## config.mk

```make
export PLATFORM = sky130hd
export DESIGN_NAME = radio_connection_setup_controller_core
export DESIGN_NICKNAME = d
export VERILOG_FILES = /design/src/rtl/rcsc_pkg.sv /design/src/rtl/rcsc_cfg_regs.sv /design/src/rtl/rcsc_ctrl.sv /design/src/rtl/radio_connection_setup_controller_core.sv
export VERILOG_INCLUDE_DIRS = /design/src /design/src/rtl
export SDC_FILE = /design/constraint.sdc
export NUM_CORES = 1
export LEC_CHECK = 0
export ABC_AREA = 1
export BUFFER_PORTS_ARGS = -buffer_cell sky130_fd_sc_hd__buf_4
export CAP_MARGIN = 20
export CORE_MARGIN = 5
export CORE_UTILIZATION = 50
export CTS_BUF_LIST = sky130_fd_sc_hd__clkbuf_8
export DETAILED_ROUTE_END_ITERATION = 16
export PLACE_DENSITY = 0.77
export RECOVER_POWER = 50
export SYNTH_ARGS = -nofsm -noshare
export SYNTH_HDL_FRONTEND = slang
export SYNTH_SLANG_ARGS = --single-unit
```

## constraint.sdc

```tcl
create_clock -name clk_i -period 2.95 [get_ports clk_i]
set_clock_uncertainty 0.2 [all_clocks]
set_input_delay 0.4425 -clock clk_i [delete_from_list [all_inputs] [get_ports clk_i]]
set_output_delay 0.4425 -clock clk_i [all_outputs]
set_load 0.01 [all_outputs]
```

## src/rtl/radio_connection_setup_controller_core_macros.svh

```systemverilog
// Assertion macros for the radio connection set-up controller.
`ifndef RADIO_CONNECTION_SETUP_CONTROLLER_CORE_MACROS_SVH
`define RADIO_CONNECTION_SETUP_CONTROLLER_CORE_MACROS_SVH

// Same-cycle implication, checked on every rising clock edge out of reset.
`define RCSC_ASSERT_IMPL(label, ante, cons) \
  label: assert property (@(posedge clk_i) disable iff (!rst_ni) (ante) |-> (cons)) \
    else $error("rcsc: same-cycle check failed");

// Next-cycle implication.
`define RCSC_ASSERT_NEXT(label, ante, cons) \
  label: assert property (@(posedge clk_i) disable iff (!rst_ni) (ante) |=> (cons)) \
    else $error("rcsc: next-cycle check failed");

`endif

```

## src/rtl/rcsc_pkg.sv

```systemverilog
// Package: types, codes and constants of the radio connection set-up controller.
package rcsc_pkg;

  localparam int unsigned TIMER_WIDTH_DEF = 16;
  localparam int unsigned CFG_WAIT_W      = 16;
  localparam int unsigned LOSS_W          = CFG_WAIT_W + 1;
  localparam int unsigned ATT_W           = 4;
  localparam int unsigned VER_W           = 7;
  localparam int unsigned MTYPE_W         = 3;
  localparam int unsigned CFG_IDX_W       = 3;
  localparam int unsigned CFG_DATA_W      = 16;
  localparam int unsigned S_TDATA_W       = 16;
  localparam int unsigned M_TDATA_W       = 8;

  // Register indexes of the configuration port
  localparam logic [CFG_IDX_W-1:0] REG_EXPECTED_VERSION = 3'd0;
  localparam logic [CFG_IDX_W-1:0] REG_TRACKSIDE_WAIT   = 3'd1;
  localparam logic [CFG_IDX_W-1:0] REG_ATTEMPT_WAIT     = 3'd2;
  localparam logic [CFG_IDX_W-1:0] REG_MAX_ATTEMPTS     = 3'd3;
  localparam logic [CFG_IDX_W-1:0] REG_LOSS_WINDOW      = 3'd4;

  // Trackside message type that carries the system version
  localparam logic [MTYPE_W-1:0] MSG_SYS_VERSION = 3'd1;

  typedef enum logic [1:0] {
    KIND_TICK  = 2'd0,
    KIND_ORDER = 2'd1,
    KIND_RADIO = 2'd2,
    KIND_MSG   = 2'd3
  } kind_e;

  typedef enum logic [1:0] {
    PH_IDLE  = 2'd0,
    PH_SETUP = 2'd1,
    PH_WAIT  = 2'd2,
    PH_SUSP  = 2'd3
  } phase_e;

  typedef enum logic [1:0] {
    SEND_INIT        = 2'd0,
    SEND_ESTABLISHED = 2'd1,
    SEND_INCOMPAT    = 2'd2
  } send_e;

  typedef enum logic [2:0] {
    NOTE_NONE      = 3'd0,
    NOTE_IGNORED   = 3'd1,
    NOTE_RADIO_FAIL = 3'd2,
    NOTE_TIMEOUT   = 3'd3,
    NOTE_WRONG_MSG = 3'd4,
    NOTE_WRONG_VER = 3'd5,
    NOTE_LOST      = 3'd6,
    NOTE_TERMINATE = 3'd7
  } notify_e;

  typedef struct packed {
    logic [VER_W-1:0]      expected_version;
    logic [CFG_WAIT_W-1:0] trackside_wait_s;
    logic [CFG_WAIT_W-1:0] attempt_wait_s;
    logic [ATT_W-1:0]      max_attempts;
    logic [CFG_WAIT_W-1:0] loss_window_s;
  } cfg_t;

  typedef struct packed {
    kind_e               kind;
    logic                order_value;
    logic                radio_up;
    logic [MTYPE_W-1:0]  msg_type;
    logic [VER_W-1:0]    msg_version;
  } item_t;

  typedef struct packed {
    logic    conn_status;
    logic    radio_request;
    logic    send_valid;
    send_e   send_type;
    notify_e notify;
  } result_t;

endpackage

```

## src/rtl/rcsc_cfg_regs.sv

```systemverilog
// Configuration register file of the radio connection set-up controller.
module rcsc_cfg_regs
  import rcsc_pkg::*;
(
  input  logic                  clk_i,
  input  logic                  rst_ni,
  input  logic                  cfg_valid_i,
  output logic                  cfg_ready_o,
  input  logic [CFG_IDX_W-1:0]  cfg_index_i,
  input  logic [CFG_DATA_W-1:0] cfg_data_i,
  output cfg_t                  cfg_o
);

  cfg_t cfg_q, cfg_d;

  assign cfg_ready_o = 1'b1;
  assign cfg_o       = cfg_q;

  // Decode the write; unknown indexes leave everything as is
  always_comb begin
    cfg_d = cfg_q;
    if (cfg_valid_i) begin
      unique case (cfg_index_i)
        REG_EXPECTED_VERSION: cfg_d.expected_version = cfg_data_i[VER_W-1:0];
        REG_TRACKSIDE_WAIT:   cfg_d.trackside_wait_s = cfg_data_i[CFG_WAIT_W-1:0];
        REG_ATTEMPT_WAIT:     cfg_d.attempt_wait_s   = cfg_data_i[CFG_WAIT_W-1:0];
        REG_MAX_ATTEMPTS:     cfg_d.max_attempts     = cfg_data_i[ATT_W-1:0];
        REG_LOSS_WINDOW:      cfg_d.loss_window_s    = cfg_data_i[CFG_WAIT_W-1:0];
        default:              cfg_d = cfg_q;
      endcase
    end
  end

  always_ff @(posedge clk_i or negedge rst_ni) begin
    if (!rst_ni) begin
      cfg_q.expected_version <= VER_W'(1);
      cfg_q.trackside_wait_s <= CFG_WAIT_W'(30);
      cfg_q.attempt_wait_s   <= CFG_WAIT_W'(40);
      cfg_q.max_attempts     <= ATT_W'(3);
      cfg_q.loss_window_s    <= CFG_WAIT_W'(300);
    end else begin
      cfg_q <= cfg_d;
    end
  end

endmodule

```

## src/rtl/rcsc_ctrl.sv

```systemverilog
// Connection set-up state machine: state registers and one-pass step logic.
module rcsc_ctrl
  import rcsc_pkg::*;
#(
  parameter int unsigned TIMER_WIDTH = TIMER_WIDTH_DEF
) (
  input  logic    clk_i,
  input  logic    rst_ni,
  input  logic    step_i,
  input  item_t   item_i,
  input  cfg_t    cfg_i,
  output result_t res_o
);

  localparam int unsigned TW = TIMER_WIDTH;

  phase_e            phase_q, phase_d;
  logic [ATT_W-1:0]  att_cnt_q, att_cnt_d;
  logic [TW-1:0]     att_tmr_q, att_tmr_d;
  logic [TW-1:0]     reply_q, reply_d;
  logic [TW-1:0]     susp_q, susp_d;
  logic              conn_q, conn_d;
  logic              radio_q, radio_d;
  logic [LOSS_W-1:0] loss_q, loss_d;

  logic              req, snd;
  send_e             typ;
  notify_e           note;

  logic [ATT_W-1:0]  max_att;
  logic              att_exp, reply_exp, susp_exp;
  logic [TW-1:0]     att_dec, reply_dec, susp_dec;
  logic [LOSS_W-1:0] loss_dec;
  logic [TW-1:0]     loss_win;

  // Timer decrements; a timer at zero or one expires on the tick
  always_comb begin
    att_exp   = (att_tmr_q <= TW'(1));
    reply_exp = (reply_q <= TW'(1));
    susp_exp  = (susp_q <= TW'(1));
    att_dec   = att_exp ? '0 : att_tmr_q - TW'(1);
    reply_dec = reply_exp ? '0 : reply_q - TW'(1);
    susp_dec  = susp_exp ? '0 : susp_q - TW'(1);
    loss_dec  = loss_q - LOSS_W'(1);
    max_att   = (cfg_i.max_attempts == '0) ? ATT_W'(1) : cfg_i.max_attempts;
    loss_win  = TW'(cfg_i.loss_window_s);
  end

  // Next state and result for the item in the input register
  always_comb begin
    phase_d   = phase_q;
    att_cnt_d = att_cnt_q;
    att_tmr_d = att_tmr_q;
    reply_d   = reply_q;
    susp_d    = susp_q;
    conn_d    = conn_q;
    radio_d   = radio_q;
    loss_d    = loss_q;
    req       = 1'b0;
    snd       = 1'b0;
    typ       = SEND_INIT;
    note      = NOTE_NONE;

    unique case (item_i.kind)
      KIND_TICK: begin
        // loss watchdog
        if (loss_q != '0) begin
          if (loss_dec <= LOSS_W'(1)) begin
            loss_d = '0;
            if (conn_q) begin
              conn_d = 1'b0;
              note   = NOTE_LOST;
            end
          end else begin
            loss_d = loss_dec;
          end
        end
        unique case (phase_q)
          PH_SETUP: begin
            att_tmr_d = att_dec;
            if (att_exp) begin
              if (att_cnt_q >= max_att) begin
                note      = NOTE_RADIO_FAIL;
                att_cnt_d = '0;
                phase_d   = PH_IDLE;
              end else begin
                req       = 1'b1;
                att_cnt_d = att_cnt_q + ATT_W'(1);
                att_tmr_d = TW'(cfg_i.attempt_wait_s);
              end
            end
          end
          PH_WAIT: begin
            reply_d = reply_dec;
            if (reply_exp) begin
              note    = NOTE_TIMEOUT;
              phase_d = PH_IDLE;
            end
          end
          PH_SUSP: begin
            reply_d = reply_dec;
            susp_d  = susp_dec;
            if (susp_exp) begin
              note    = NOTE_RADIO_FAIL;
              reply_d = '0;
              phase_d = PH_IDLE;
            end
          end
          PH_IDLE: begin
          end
        endcase
      end

      KIND_ORDER: begin
        priority if (phase_q != PH_IDLE) begin
          note = NOTE_IGNORED;
        end else if (!item_i.order_value) begin
          note = NOTE_TERMINATE;
        end else if (conn_q) begin
          note = NOTE_IGNORED;
        end else if (radio_q) begin
          // radio already up: send init and wait for the version
          snd       = 1'b1;
          typ       = SEND_INIT;
          reply_d   = TW'(cfg_i.trackside_wait_s);
          att_cnt_d = '0;
          att_tmr_d = '0;
          phase_d   = PH_WAIT;
        end else begin
          req       = 1'b1;
          att_cnt_d = ATT_W'(1);
          att_tmr_d = TW'(cfg_i.attempt_wait_s);
          phase_d   = PH_SETUP;
        end
      end

      KIND_RADIO: begin
        if (item_i.radio_up != radio_q) begin
          radio_d = item_i.radio_up;
          if (!item_i.radio_up) begin
            loss_d = LOSS_W'(cfg_i.loss_window_s) + LOSS_W'(1);
            if (phase_q == PH_WAIT) begin
              susp_d  = (loss_win < reply_q) ? loss_win : reply_q;
              phase_d = PH_SUSP;
            end
          end else begin
            loss_d = '0;
            if (phase_q == PH_SETUP) begin
              snd       = 1'b1;
              typ       = SEND_INIT;
              reply_d   = TW'(cfg_i.trackside_wait_s);
              att_cnt_d = '0;
              att_tmr_d = '0;
              phase_d   = PH_WAIT;
            end else if (phase_q == PH_SUSP) begin
              susp_d  = '0;
              phase_d = PH_WAIT;
            end
          end
        end
      end

      KIND_MSG: begin
        if (phase_q == PH_WAIT) begin
          priority if (item_i.msg_type != MSG_SYS_VERSION) begin
            note = NOTE_WRONG_MSG;
          end else if (item_i.msg_version != cfg_i.expected_version) begin
            snd  = 1'b1;
            typ  = SEND_INCOMPAT;
            note = NOTE_WRONG_VER;
          end else begin
            snd    = 1'b1;
            typ    = SEND_ESTABLISHED;
            conn_d = 1'b1;
          end
          reply_d = '0;
          phase_d = PH_IDLE;
        end
      end
    endcase

    res_o.conn_status   = conn_d;
    res_o.radio_request = req;
    res_o.send_valid    = snd;
    res_o.send_type     = typ;
    res_o.notify        = note;
  end

  // State registers, updated once per processed item
  always_ff @(posedge clk_i or negedge rst_ni) begin
    if (!rst_ni) begin
      phase_q   <= PH_IDLE;
      att_cnt_q <= '0;
      att_tmr_q <= '0;
      reply_q   <= '0;
      susp_q    <= '0;
      conn_q    <= 1'b0;
      radio_q   <= 1'b0;
      loss_q    <= '0;
    end else if (step_i) begin
      phase_q   <= phase_d;
      att_cnt_q <= att_cnt_d;
      att_tmr_q <= att_tmr_d;
      reply_q   <= reply_d;
      susp_q    <= susp_d;
      conn_q    <= conn_d;
      radio_q   <= radio_d;
      loss_q    <= loss_d;
    end
  end

endmodule

```

## src/rtl/radio_connection_setup_controller_core.sv

```systemverilog
// Top level of the radio connection set-up controller: stream ports and item stages.
//
// Usage:
//   Input stream s_axis_*: one beat per event. tuser carries the kind (second tick,
//   connection order, radio status, trackside message); tdata carries the event
//   fields. Output stream m_axis_*: exactly one result beat per input beat, in order.
//   Configuration port cfg_*: one register write per beat, always ready; write only
//   while no beats are in flight.
//   Path: an accepted beat waits in the input register, is processed when the output
//   register is free or being drained, and its result is registered in the output
//   register, from which it shows on m_axis.
//   Throughput: one beat per cycle while m_axis_tready stays high, set by the single
//   step of the state machine between the input register and the output register.
//   Stall: when m_axis_tready is low the result holds; one more beat waits in the
//   input register, then s_axis_tready drops until the output drains.
//   Reset: rst_ni clears both stages, the connection state (idle, not connected,
//   radio down, watchdog inactive) and loads the register defaults.
`include "radio_connection_setup_controller_core_macros.svh"

module radio_connection_setup_controller_core
  import rcsc_pkg::*;
#(
  parameter int unsigned TIMER_WIDTH = TIMER_WIDTH_DEF
) (
  input  logic                  clk_i,
  input  logic                  rst_ni,
  // input stream
  input  logic                  s_axis_tvalid,
  output logic                  s_axis_tready,
  input  logic [S_TDATA_W-1:0]  s_axis_tdata,  // order_value, radio_up, msg_type[2:0],
                                               // msg_version[6:0], zero pad
  input  logic [1:0]            s_axis_tuser,  // kind[1:0]
  // result stream
  output logic                  m_axis_tvalid,
  input  logic                  m_axis_tready,
  output logic [M_TDATA_W-1:0]  m_axis_tdata,  // conn_status, radio_request, send_valid,
                                               // send_type[1:0], notify[2:0]
  // configuration writes
  input  logic                  cfg_valid_i,
  output logic                  cfg_ready_o,
  input  logic [CFG_IDX_W-1:0]  cfg_index_i,
  input  logic [CFG_DATA_W-1:0] cfg_data_i
);

  cfg_t    cfg;
  item_t   in_q;
  item_t   in_beat;
  logic    in_vld_q, in_vld_d;
  result_t res;
  result_t out_q;
  logic    out_vld_q, out_vld_d;
  logic    s_accept, adv;

  rcsc_cfg_regs u_cfg (
    .clk_i       (clk_i),
    .rst_ni      (rst_ni),
    .cfg_valid_i (cfg_valid_i),
    .cfg_ready_o (cfg_ready_o),
    .cfg_index_i (cfg_index_i),
    .cfg_data_i  (cfg_data_i),
    .cfg_o       (cfg)
  );

  rcsc_ctrl #(
    .TIMER_WIDTH (TIMER_WIDTH)
  ) u_ctrl (
    .clk_i  (clk_i),
    .rst_ni (rst_ni),
    .step_i (adv),
    .item_i (in_q),
    .cfg_i  (cfg),
    .res_o  (res)
  );

  // Unpack the input beat
  always_comb begin
    in_beat.kind        = kind_e'(s_axis_tuser[1:0]);
    in_beat.order_value = s_axis_tdata[0];
    in_beat.radio_up    = s_axis_tdata[1];
    in_beat.msg_type    = s_axis_tdata[4:2];
    in_beat.msg_version = s_axis_tdata[11:5];
  end

  // Handshake: step when an item waits and the output slot is free or draining
  assign adv           = in_vld_q && (!out_vld_q || m_axis_tready);
  assign s_axis_tready = !in_vld_q || adv;
  assign s_accept      = s_axis_tvalid && s_axis_tready;
  assign in_vld_d      = s_accept || (in_vld_q && !adv);
  assign out_vld_d     = adv || (out_vld_q && !m_axis_tready);

  always_ff @(posedge clk_i or negedge rst_ni) begin
    if (!rst_ni) begin
      in_vld_q  <= 1'b0;
      out_vld_q <= 1'b0;
    end else begin
      in_vld_q  <= in_vld_d;
      out_vld_q <= out_vld_d;
    end
  end

  // Payload stages
  always_ff @(posedge clk_i or negedge rst_ni) begin
    if (!rst_ni) begin
      in_q  <= '0;
      out_q <= '0;
    end else begin
      if (s_accept) begin
        in_q <= in_beat;
      end
      if (adv) begin
        out_q <= res;
      end
    end
  end

  // Pack the result beat
  assign m_axis_tvalid = out_vld_q;
  assign m_axis_tdata  = {out_q.notify, out_q.send_type, out_q.send_valid,
                          out_q.radio_request, out_q.conn_status};

  // Checks
  `RCSC_ASSERT_IMPL(a_send_type_idle, out_vld_q && !out_q.send_valid,
                    out_q.send_type == SEND_INIT)
  `RCSC_ASSERT_IMPL(a_req_xor_send, out_vld_q,
                    !(out_q.radio_request && out_q.send_valid))
  `RCSC_ASSERT_IMPL(a_full_blocks_input, in_vld_q && out_vld_q && !m_axis_tready,
                    !s_axis_tready)
  `RCSC_ASSERT_NEXT(a_step_fills_output, adv, out_vld_q)

endmodule

```

[Word level (Yosys, flattened, before mapping)]
Index checks and enable logic that the tools add are counted.
Operators by class
  order comparisons: 6
  shift-type cells: 0
  reduce and logical (&&, ||, !) cells: 33
  add/sub/neg operators: 6
  divide/modulo/power cells: 0
  multipliers: 0
  bitwise logic cells: 0
  mux-type cells: 109
  equal/unequal tests: 38
Operators by type and width (number)
  16-bit 2-to-1 mux: 29
  17-bit 2-to-1 mux: 4
  16-bit case mux with 2 select lines: 2
  16-bit case mux with 4 select lines: 1
  16-bit by 1-bit <= comparator with 1-bit output, second input constant: 3
  16-bit case mux with 3 select lines: 1
  16-bit by 1-bit subtractor with 16-bit output, second input constant: 3
  4-bit 2-to-1 mux: 10
  2-bit 2-to-1 mux: 18
  3-bit 2-to-1 mux: 12
  17-bit case mux with 2 select lines: 1
  1-bit 2-to-1 mux: 23
  10-bit AND reduction: 2
  2-bit by 1-bit inequality test with 1-bit output, second input constant: 9
  3-bit by 2-bit inequality test with 1-bit output, second input constant: 6
  3-bit case mux with 3 select lines: 2
  16-bit by 1-bit adder with 17-bit output, second input constant: 1
  17-bit by 1-bit <= comparator with 1-bit output, second input constant: 1
  17-bit nonzero test: 1
  17-bit by 1-bit subtractor with 17-bit output, second input constant: 1
  16-bit < comparator: 1
  7-bit AND reduction: 2
  13-bit AND reduction: 1
  2-bit inequality test, second input constant: 6
  other kinds (30): 52
Word-level totals
  bits in read-only memories: 0
  output and inout bits: 11
  bits of input ports: 42
  word-level logic and storage cells: 216
  bits in latches: 0
  RAM bits: 0
  memories kept: 0
  register bits after elaboration: 155

[Logic depth before layout (Yosys ltp)]
  depth in word-level cells: 8
  depth in mapped cells: 19
  mapped depth without buffers: 19

[By module]
A second synthesis with hierarchy kept.
Unflattened totals
  cells, all modules: 1349
  area total of the unflattened synthesis: 10020.9 um^2
Modules (own cells, without submodules)
  rcsc_ctrl: area an instance 6633.9 um^2, sequential area each 1826.8 um^2, instances 1, cells each 978
  rcsc_cfg_regs: area an instance 2431.1 um^2, sequential area each 1492.7 um^2, instances 1, cells each 267
  radio_connection_setup_controller_core: area an instance 955.9 um^2, sequential area each 600.6 um^2, instances 1, cells each 104

[Worst setup path after synthesis]
No wires, ideal clock.
  kind: reg-to-reg
  start point: register u_ctrl.loss_q[0]
  end point: register u_ctrl.conn_q
  data arrival time: 1.872 ns
  path slack: 0.752 ns
  data required time: 2.625 ns
  library setup time: 0.125 ns
  clock period less this slack: 2.198 ns
  stages on the path, launching flop included: 14
  buffers on the path: 0
  cell sequence: dfrtp_1 -> inv_1 -> ha_1 -> nand2_1 -> o21ai_0 -> nand4_1 -> nor2_1 -> nand2_1 -> nor2_1 -> nand2_1 -> nand2_1 -> o2111ai_1 -> o21ai_0 -> o21ai_1
Between the ends
  cells in the longest elaborated chain, start to end: 4
  elaborated cells on any way between the ends: 6
  classes of those cells: 1 x add/sub; 1 x order compare; 2 x eq/ne; 2 x reduce/logical
RTL lines
  start: declaration: RTL line rcsc_ctrl.sv:24  | logic [LOSS_W-1:0] loss_q, loss_d;
  start signal: assignment: RTL line rcsc_ctrl.sv:208  | loss_q <= loss_d;
  17-bit by 1-bit subtractor with 17-bit output: RTL line rcsc_ctrl.sv:44  | loss_dec = loss_q - LOSS_W'(1);
  17-bit by 1-bit <= comparator with 1-bit output: RTL line rcsc_ctrl.sv:68  | if (loss_dec <= LOSS_W'(1)) begin
  2-bit by 1-bit inequality test with 1-bit output (no line)
  7-bit AND reduction (no line) *
  end signal: assignment: RTL line rcsc_ctrl.sv:206  | conn_q <= conn_d;
  end: declaration: RTL line rcsc_ctrl.sv:22  | logic conn_q, conn_d;
Every way passes the cells marked *; elsewhere a longest branch is shown, timed or not.
A chain may end at the register's enable or synchronous reset.

[Final worst setup path]
Ends and elaborated chain as after synthesis.

==> key figures <==
Synthesis
  – Sequential-to-total area share from yosys stat: 41.2%
  – Async S/R FF share, synth: between 90% and 100%
  – Post-synthesis sequential element count: between 150 and 200
  – Mean post-synth cell area: about 7.6 um^2
  – Post-synthesis cell count: 1245
  – Post-Syn Area: ~9500 um^2
  – EDFF count, synth: 0
  – Primary FF master, synth: dfrtp_1
  – Syn nets: 1321
  – Synth Warn #: 0
  – Yosys cell types: 50

Pwr
  – Gate power share: approximately two fifths
  – Sw frac: about 43%
  – Total power draw: ~8.7 mW
  – Static leakage: 5.10 nW
  – Worst IR Drop VDD: about 0.54 mV
  – Int Pwr: just under 5 mW
  – Reg power frac: between 40 and 50%
  – Psw: approximately 3.7 mW
  – Power density cells: 809 nW/um^2
  – Clk pwr share: about a fifth

Setup path
  – CP max stage delay: 400 ps
  – R2R Path End: u_ctrl.conn_q
  – Worst setup SP type: flip-flop
  – Crit Path Category: flip-flop to flip-flop
  – CP max FO: 7
  – R2R depth: 13
  – Most used cell, CP: nand2_1
  – Crit path DAT: approximately 2800 ps
  – Req. time, crit path: 3090 ps
  – CP startpoint: u_ctrl.loss_q[0]
  – CP endpoint kind: flip-flop
  – R2R Setup Slk: around 300 ps
  – Critical path's slowest cell: dfrtp_1
  – RR Startpoint: u_ctrl.loss_q[0]
  – Cells along the critical path: inv_1, ha_1, nand2_1, o21ai_0, nand4_1, nor2_1, nand2_1, nor2_1, nand2_1, nand2_1, o2111ai_1, o21ai_0, o21ai_1

Clock tree
  – # clock sinks: roughly 160
  – Root Driver: clkbuf_8
  – CTS tree: done
  – Clk_lat worst skew: 470 ps
  – H-tree Lvls: 4
  – Worst-path clk slew: 90 ps
  – Clk buf depth: 2
  – TritonCTS buffer count: 17

Hold path
  – Min-delay src: s_axis_tuser[1]
  – Hold Path Class: input port to flip-flop
  – Hold Path Depth: 3
  – Worst Hold Path EP: in_q[13]

Place
  – GP Congestion: 0.923
  – DPL Wire Length: 17800 um
  – IO Port Bufs: 47

Timing
  – Slew @ Worst Pin: roughly 1700 ps
  – Fin. Hold Viols: 0
  – Final period utilization: between 80% and 90%
  – Slew headroom: -10.3%
  – Unrepaired setup endpoints after global routing: false
  – Setup TNS: 0 ps
  – Final Setup Violations: 0
  – Fmax: approximately 380 MHz
  – Post-route minimum period: 2650 ps
  – Slew Viols, Final: 65

Finish
  – Share of cells above drive strength 1: approximately 13%
  – Leading cell type in the layout, fill and taps excluded: nand2_1
  – Final nets: roughly 1400
  – Most frequent cells in the layout: nand2_1 (247), inv_1 (148), dfrtp_1 (142)
  – ANT cells: 0
  – Layout area overhead: 13.2%

Drt
  – Vias per inst: between 5 and 6
  – WL per Instance: between 15 and 20 um
  – DR DRC count: 0
  – ANT nets after route: 0
  – DRT Pass-1 Iters: 5
  – Initial DRC Count: about 790
  – Drt total wl: approximately 24000 um
  – Vias: between 8000 and 9000

Die
  – Die area: ~22000 um^2
  – Height of the die: approximately 150 um
  – Initial Util: 50.7%
  – Core area: 18600 um^2
  – I/O pin count: 53
  – Die W: between 100 and 150 um
  – Num rows: 50

Global route
  – First-pass GRT wire length: approximately 40000 um
  – Grt ovf: 0
  – Largest net degree at the start of global routing: 66
  – Number of global-route vias before repair: approximately 8300
  – Initial antenna violation count: 0
  – GRT Total Usage: about 23%

Outcome
  – Status: finished with violations
  – Failing checks: max-capacitance violations, max-slew violations

Job
  – Max Cap Viol: 1
==> timing repair <==
action | 4_1_cts | 5_1_grt
resized for setup | 0 | 0
endpoints found under the hold margin | 59 | 1
buffers inserted | 0 | 0
hold buffers | 10 | 1
==> per-stage QoR <==
stage	hold slack (ps)	area (um^2)	setup slack, ps	std cells	utilization [%]
floorplan	-53.1	9460	752	1245	-
global placement	263	10200	420	1519	54.7
detailed placement	268	10200	354	1519	54.7
CTS	0.640	10700	308	1561	57.5
global route	8.48	10700	26.8	1562	57.4
finish	35.5	10700	301	1562	57.4
==> Yosys cell counts, types with 11 or more instances <==
| master | instances | share of area (%) |
|---|---|---|
| nand2_1 | 247 | 9.8 |
| inv_1 | 147 | 5.8 |
| dfrtp_1 | 142 | 38 |
| o21ai_0 | 134 | 7.1 |
| nor2_1 | 130 | 5.2 |
| a21oi_1 | 96 | 5.1 |
| nand3_1 | 46 | 2.4 |
| ha_1 | 34 | 4.5 |
| a22oi_1 | 28 | 2.2 |
| clkbuf_1 | 28 | 1.1 |
| xor2_1 | 27 | 2.5 |
| nand4_1 | 16 | 1.1 |
| o211ai_1 | 16 | 1.3 |
| nor2_2 | 15 | 0.99 |
| nor3_1 | 14 | 0.74 |
| dfstp_2 | 13 | 3.6 |
| a31oi_1 | 11 | 0.73 |
==> registers in the layout (all words and copies together) (netlist names) <==
name	flops
in_vld_q	1
u_ctrl.reply_q	16
in_q	14
u_ctrl.att_cnt_q	4
u_ctrl.att_tmr_q	16
u_cfg.cfg_o	59
m_axis_tdata	7
u_ctrl.phase_q	2
u_ctrl.loss_q	17
u_ctrl.susp_q	16
u_ctrl.conn_q	1
u_ctrl.radio_q	1
m_axis_tvalid	1
==> cell families after synthesis <==
group | synth area share (%)
buf+inv | 8.15
xor+xnor | 3.06
simple gates | 22.4
mux | 1.07
compound gates | 19.6
fa+ha+maj | 4.50
flops | 41.2
other cells | 0.0397
==> power by group through the flow <==
stage	registers [mW]	clock network [mW]	logic, mW
global route	3.66	1.84	3.89
detailed placement	3.56	0	3.35
CTS	3.54	1.74	3.38
floorplan	3.37	0	2.56
global placement	3.54	0	3.22
finish	3.56	1.71	3.39
==> worst max path at each step <==
stage | endpoint | slack [ps] | cells past startpoint
3_3_place_gp | u_ctrl.reply_q[4] | 420 | 8
3_5_place_dp | u_ctrl.susp_q[2] | 350 | 14
2_1_floorplan | u_ctrl.conn_q | 750 | 13
4_1_cts | u_ctrl.susp_q[11] | 310 | 14
5_1_grt | u_ctrl.susp_q[11] | 30 | 14
6_report | u_ctrl.conn_q | 300 | 13
==> final cells by class <==
cell class                      count  area, um^2
Clock buffer                       19         262
Inverter                          158         593
Tap cell                          234         293
Sequential cell                   155        3890
Timing Repair Buffer               91         719
Fill cell                        1711        7940
Clock inverter                     13         154
Multi-Input combinational cell    892        4790
==> per-layer routing <==
layer  wire, um  track usage (%)
met5          0                0
met4        926             9.18
met3       1390             4.51
met2      11000             36.7
met1      10600             29.9
==> critical path, delay by kind of cell, from the launching register on <==
family,cells,cell delay [ps]
simple gates,7,840
fa+ha+maj,1,270
flops,1,400
buf+inv,1,190
compound gates,4,640
(Power assumes the default switching activity.)
